### src/sprq_pkg.sv
// Shared constants and types for the sprite part quad setup unit.
package sprq_pkg;

  // Default number of fraction bits in the scale factor
  localparam int FRACTION_BITS_DEF = 12;

  // Datapath widths
  localparam int COORD_W    = 16;
  localparam int TEXC_W     = 8;
  localparam int PROD_W     = 34;
  localparam int CFG_IDX_W  = 3;
  localparam int CFG_DATA_W = 16;

  // Configuration register indexes
  localparam logic [CFG_IDX_W-1:0] CFG_MODE   = 3'd0;
  localparam logic [CFG_IDX_W-1:0] CFG_BASE_X = 3'd1;
  localparam logic [CFG_IDX_W-1:0] CFG_BASE_Y = 3'd2;
  localparam logic [CFG_IDX_W-1:0] CFG_SCALE  = 3'd3;
  localparam logic [CFG_IDX_W-1:0] CFG_FLIP_X = 3'd4;
  localparam logic [CFG_IDX_W-1:0] CFG_FLIP_Y = 3'd5;

  // Mode codes
  localparam logic MODE_PLAIN   = 1'b0;
  localparam logic MODE_FLIPPED = 1'b1;

  // Scale after reset: unity at twelve fraction bits
  localparam logic [COORD_W-1:0] SCALE_RESET = 16'd4096;

  // Load enables for the two stages of a scale unit
  typedef struct packed {
    logic mul_en;
    logic trunc_en;
  } sprq_stage_en_t;

endpackage

### src/sprq_scale_term.sv
// Two-stage scale unit: signed term times scale, truncated toward zero.
module sprq_scale_term #(
  parameter int FRACTION_BITS = sprq_pkg::FRACTION_BITS_DEF
) (
  input  logic                           clk,
  input  sprq_pkg::sprq_stage_en_t       en,
  input  logic [sprq_pkg::COORD_W-1:0]   raw,
  input  logic [sprq_pkg::COORD_W-1:0]   scale,
  output logic [sprq_pkg::COORD_W-1:0]   term
);

  localparam int PW = sprq_pkg::PROD_W;
  localparam int CW = sprq_pkg::COORD_W;
  localparam logic [PW-1:0] RND_MASK = {{(PW-FRACTION_BITS){1'b0}}, {FRACTION_BITS{1'b1}}};

  logic signed [PW-1:0] prod_r;
  logic signed [PW-1:0] prod_nxt;
  logic        [PW-1:0] biased;
  logic        [CW-1:0] term_r;
  logic        [CW-1:0] term_nxt;

  // Multiply the sign-extended term by the unsigned scale
  assign prod_nxt = $signed({raw[CW-1], raw}) * $signed({1'b0, scale});

  always_ff @(posedge clk) begin
    if (en.mul_en) begin
      prod_r <= prod_nxt;
    end
  end

  // Bias negative products so the shift rounds toward zero
  assign biased   = prod_r + (prod_r[PW-1] ? RND_MASK : '0);
  assign term_nxt = biased[FRACTION_BITS+CW-1:FRACTION_BITS];

  always_ff @(posedge clk) begin
    if (en.trunc_en) begin
      term_r <= term_nxt;
    end
  end

  assign term = term_r;

endmodule

### config.mk
export PLATFORM = sky130hd
export DESIGN_NAME = sprq_scale_term
export DESIGN_NICKNAME = d
export VERILOG_FILES = /design/src/sprq_pkg.sv /design/src/sprq_scale_term.sv
export SDC_FILE = /design/constraint.sdc
export NUM_CORES = 1
export LEC_CHECK = 0
export ABC_AREA = 1
export BUFFER_PORTS_ARGS = -buffer_cell sky130_fd_sc_hd__buf_2
export CELL_PAD_IN_SITES_DETAIL_PLACEMENT = 1
export CELL_PAD_IN_SITES_GLOBAL_PLACEMENT = 2
export CORE_MARGIN = 5
export CORE_UTILIZATION = 39
export CTS_BUF_LIST = sky130_fd_sc_hd__clkbuf_8
export DETAILED_ROUTE_END_ITERATION = 10
export GPL_ROUTABILITY_DRIVEN = 0
export GPL_TIMING_DRIVEN = 0
export PLACE_DENSITY = 0.83
export SYNTH_ARGS = -nofsm -noshare
export SYNTH_HDL_FRONTEND = slang
export SYNTH_SLANG_ARGS = --single-unit
### constraint.sdc
create_clock -name clk -period 7.4 [get_ports clk]
set_input_delay 1.85 -clock clk [delete_from_list [all_inputs] [get_ports clk]]
set_output_delay 1.85 -clock clk [all_outputs]
set_load 0.02 [all_outputs]
# Yosys cells after proc, flatten, opt, wreduce, memory -nomap -nowiden
# Cells that the tools add are included.
[op_classes]
n_addsub = 1
n_mul = 1
mux = 1
[ops]
columns = ["operator", "count"]
rows = [
  ["multiplier 16 x 17 -> 33 bit", 1],
  ["adder 28 x 12 -> 28 bit", 1],
  ["two-way mux 12 bit", 1],
]
[totals]
ff_bits = 49
input_bits = 35
out_inout_bits = 16

# Logic depth before layout (Yosys ltp)
[logic_depth]
word_depth = 2
ltp_mapped = 25
mapped_depth_nobuf = 24

# Least setup slack after synthesis
# OpenSTA, ideal clock, no wires.
[synth_path]
path_kind = "in2reg"
startpoint = "input port scale[7] (netlist bit)"
endpoint = "register prod_r[24], data pin"
t_arrival_ps = 6602
slack_ps = 546
stages = 24
path_buffers = 2
cell_sequence = "clkbuf_1 -> clkbuf_1 -> nand2_1 -> fa_1 -> inv_1 -> fa_1 -> inv_1 -> fa_1 -> inv_1 -> fa_1 -> fa_1 -> inv_1 -> fa_1 -> inv_1 -> ha_1 -> nand2_1 -> nor2_1 -> inv_1 -> nor2_1 -> nand2_1 -> nand2_1 -> nand2_1 -> nand3_1 -> nand2_1"
[synth_between]
elab_chain_cells = 1
[synth_lines]
columns = ["item", "line", "rtl"]
rows = [
  ["from (decl)", "sprq_scale_term.sv:8", "input logic [sprq_pkg::COORD_W-1:0] scale,"],
  ["multiplier 16 x 17 -> 33 bit", "sprq_scale_term.sv:23", "assign prod_nxt = $signed({raw[CW-1], raw}) * $signed({1'b0, scale});"],
  ["via prod_nxt[24]", "sprq_scale_term.sv:17", "logic signed [PW-1:0] prod_nxt;"],
  ["to (signal assigned)", "sprq_scale_term.sv:27", "prod_r <= prod_nxt;"],
  ["to (decl)", "sprq_scale_term.sv:16", "logic signed [PW-1:0] prod_r;"],
]
# The timed path passes the listed nets, and every way through them passes these cells.
# A chain may end at the register's enable or synchronous reset.

# Final worst setup path
[layout_path]
startpoint = "input port raw[11] (netlist bit)"
endpoint = "register prod_r[25], data pin"
[layout_between]
elab_chain_cells = 1
[layout_lines]
columns = ["item", "line", "rtl"]
rows = [
  ["from (decl)", "sprq_scale_term.sv:7", "input logic [sprq_pkg::COORD_W-1:0] raw,"],
  ["multiplier 16 x 17 -> 33 bit", "sprq_scale_term.sv:23", ""],
  ["via prod_nxt[25]", "sprq_scale_term.sv:17", ""],
]
# The timed path passes the listed nets, and every way through them passes these cells.

==> flow_summary_export.csv <==
group,metric,value,unit
status,status,"completed",
timing,fin_skew,0.0139,ns
timing,finalSetupViolCount,0,
layout,register_area,1350,µm²
clock_tree,cts_sinks,45,
route,vias_per_cell,4.77,
worst_hold_path,hold_path_class,"flop to flop",
floorplanning,num_rows,63,
yosys,synthesis.area,11800,µm²
layout,diodes,0,
route,drc,0,
yosys,avgSynthCellArea,7.38,µm²
layout,layout-drive-gt1-share,5.31,%
global_route,antenna_found_initial,0,
timing,fmax,140,MHz
global_route,grt_pass1_wl,56.8,mm
clock_tree,cts_tree,"done",
clock_tree,clk_latency,0.31,ns
placement,placed_area,12500,µm²
floorplanning,die_w,184,µm
timing,min_period_over_period,96.5,%
clock_tree,cts_hold_buf,0,
yosys,syn_nets,1967,
timing,setup_tns,0,ns
timing,tightest_slew,0.685,ns
timing,hold_viol,0,
global_route,grt_use_total,21.2,%
setup_path,cp-start-kind,"input pin",
layout,multiInputGateArea,8540,µm²
route,wl_per_cell,16.7,µm
floorplanning,floorplan.initialDensity,39.8,%
layout,design_area,12600,µm²
placement,placedCellCount,2020,
timing,worst_slack,0.258,ns
yosys,synth_warnings,0,
floorplanning,core,29800,µm²
setup_path,path_max_fanout,10,
floorplanning,num_io_pins,51,
clock_tree,h-tree-depth,2,
global_route,grt_pass1_vias,11000,
yosys,ys_ff_latch,45,
route,wl,33.9,mm
yosys,synth.distinct_cells,26,
route,firstDrtPassIters,4,
layout,fillers,3817,
placement,place_ws,-0.622,ns
timing,period_minus_slack,7.14,ns
clock_tree,cts_buffers,5,
timing,maxSlewViolCount,0,
yosys,synthCells,1605,
route,drtAntennaViolNets,0,
timing,max_slew_margin,54.4,%
yosys,ys_seq_area_share,11.4,%
setup_path,rr_startpoint,"prod_r[32]",
setup_path,crit_path_end_kind,"flop",
route,via_count,9660,
worst_hold_path,hp-start,"prod_r[27]",
placement,portBuffers,25,
clock_tree,clkSlewWorstSetupHoldPaths,0.10,ns
layout,areaGrowthSynthToFinish,6.52,%
setup_path,arrival,7.21,ns
run,maxCapViolCount,0,
layout,stdcell_count,2027,
setup_path,worst-endpoint-required,7.47,ns
route,drtIter0Drc,389,
global_route,grt_max_degree,30,
clock_tree,root_buffer,"clkbuf_8",
setup_path,worstSetupStartpoint,"raw[11]",
clock_tree,cts_max_path_buffers,2,
layout,nets,1998,
layout,mostFrequentLayoutCell,"nand2_1",
setup_path,crit_type,"input pin to flop",
placement,dp_hpwl,30.1,mm
layout,final_cell_mix,"nand2_1 (490), inv_1 (465), fa_1 (194)",
floorplanning,die_h,184,µm
global_route,overflow,0,
floorplanning,die_area,34000,µm²
flip-flops by register name (all words and copies together) (netlist names):
| signal | flops |
|---|---|
| prod_r | 29 |
| term | 16 |
through the flow:
step	util [%]	hold WS, ns
floorplan	-	0.549
global placement	41.8	0.591
detailed placement	41.8	0.593
CTS	42.2	0.619
global route	42.4	0.647
finish	42.4	0.607
critical path: stages:
cell	delay, ns
clkbuf_1	0.42
clkbuf_2	0.35
nand2_1	0.12
fa_1	0.53
inv_1	0.06
fa_1	0.58
fa_1	0.45
fa_1	0.46
fa_1	0.49
inv_1	0.05
fa_1	0.49
inv_1	0.04
ha_1	0.36
a21oi_1	0.25
o21ai_0	0.20
a21oi_1	0.26
nand3_1	0.11
nand2_1	0.08
nand2_1	0.07
kinds of logic after synthesis:
group	after synthesis	synth area share (%)
xor gates and xnor gates	19	1.40
DFF	45	11.4
AOI/OAI and AO/OA	44	1.99
adders and majority gates	327	46.8
buffers and inverters	522	16.5
and+or+nand+nor	648	21.8
Yosys cell counts, drive strengths merged:
master | number | area share [%]
xnor2 | 6 | 0.44
a21o | 1 | 0.063
o21ai | 10 | 0.42
edfxtp | 45 | 11
fa | 194 | 33
ha | 133 | 14
inv | 465 | 15
a21boi | 2 | 0.13
or2 | 9 | 0.48
xor2 | 13 | 0.96
a21oi | 28 | 1.2
clkbuf | 56 | 1.8
buf | 1 | 0.032
nor2 | 78 | 2.5
nand2 | 491 | 16
nor3 | 15 | 0.72
nand4 | 11 | 0.63
nand3 | 37 | 1.6
o21bai | 3 | 0.19
nand3b | 3 | 0.19
and2 | 4 | 0.21
final timing paths:
check	endpoint	cells past startpoint	slack [ns]
max	prod_r[25]	19	0.26
min	term[15]	2	0.61
min reg2reg	term[15]	2	0.61
max reg2reg	term[4]	10	4.99
layer usage:
metal  GRT usage, %  vias to the layer above  wire, µm
li1               -                     4671         -
met3           1.97                       46      1580
met4           5.00                        0       872
met2           38.9                      181     17000
met5              0                        -         0
met1           26.9                     4762     14400
layout make-up:
class / instances / area share [%]
flip-flops and latches: 45 / 10.7
plain buffers: 56 / 2.18
multi-input cells: 1038 / 67.6
well taps: 390 / 3.87
repair buffers: 25 / 0.991
clock inverters: 3 / 0.228
inverters: 465 / 13.8
clock buffers: 5 / 0.545
what timing repair did:
action / CTS / global route
setup buffers: 0 / 0
setup endpoints to repair: 13 / 14
gates resized for setup: 18 / 63
gates cloned: 0 / 0
Power is left out: the tool's default activity adds up to more than one toggle a clock period on the data nets, which glitch-free logic cannot reach.
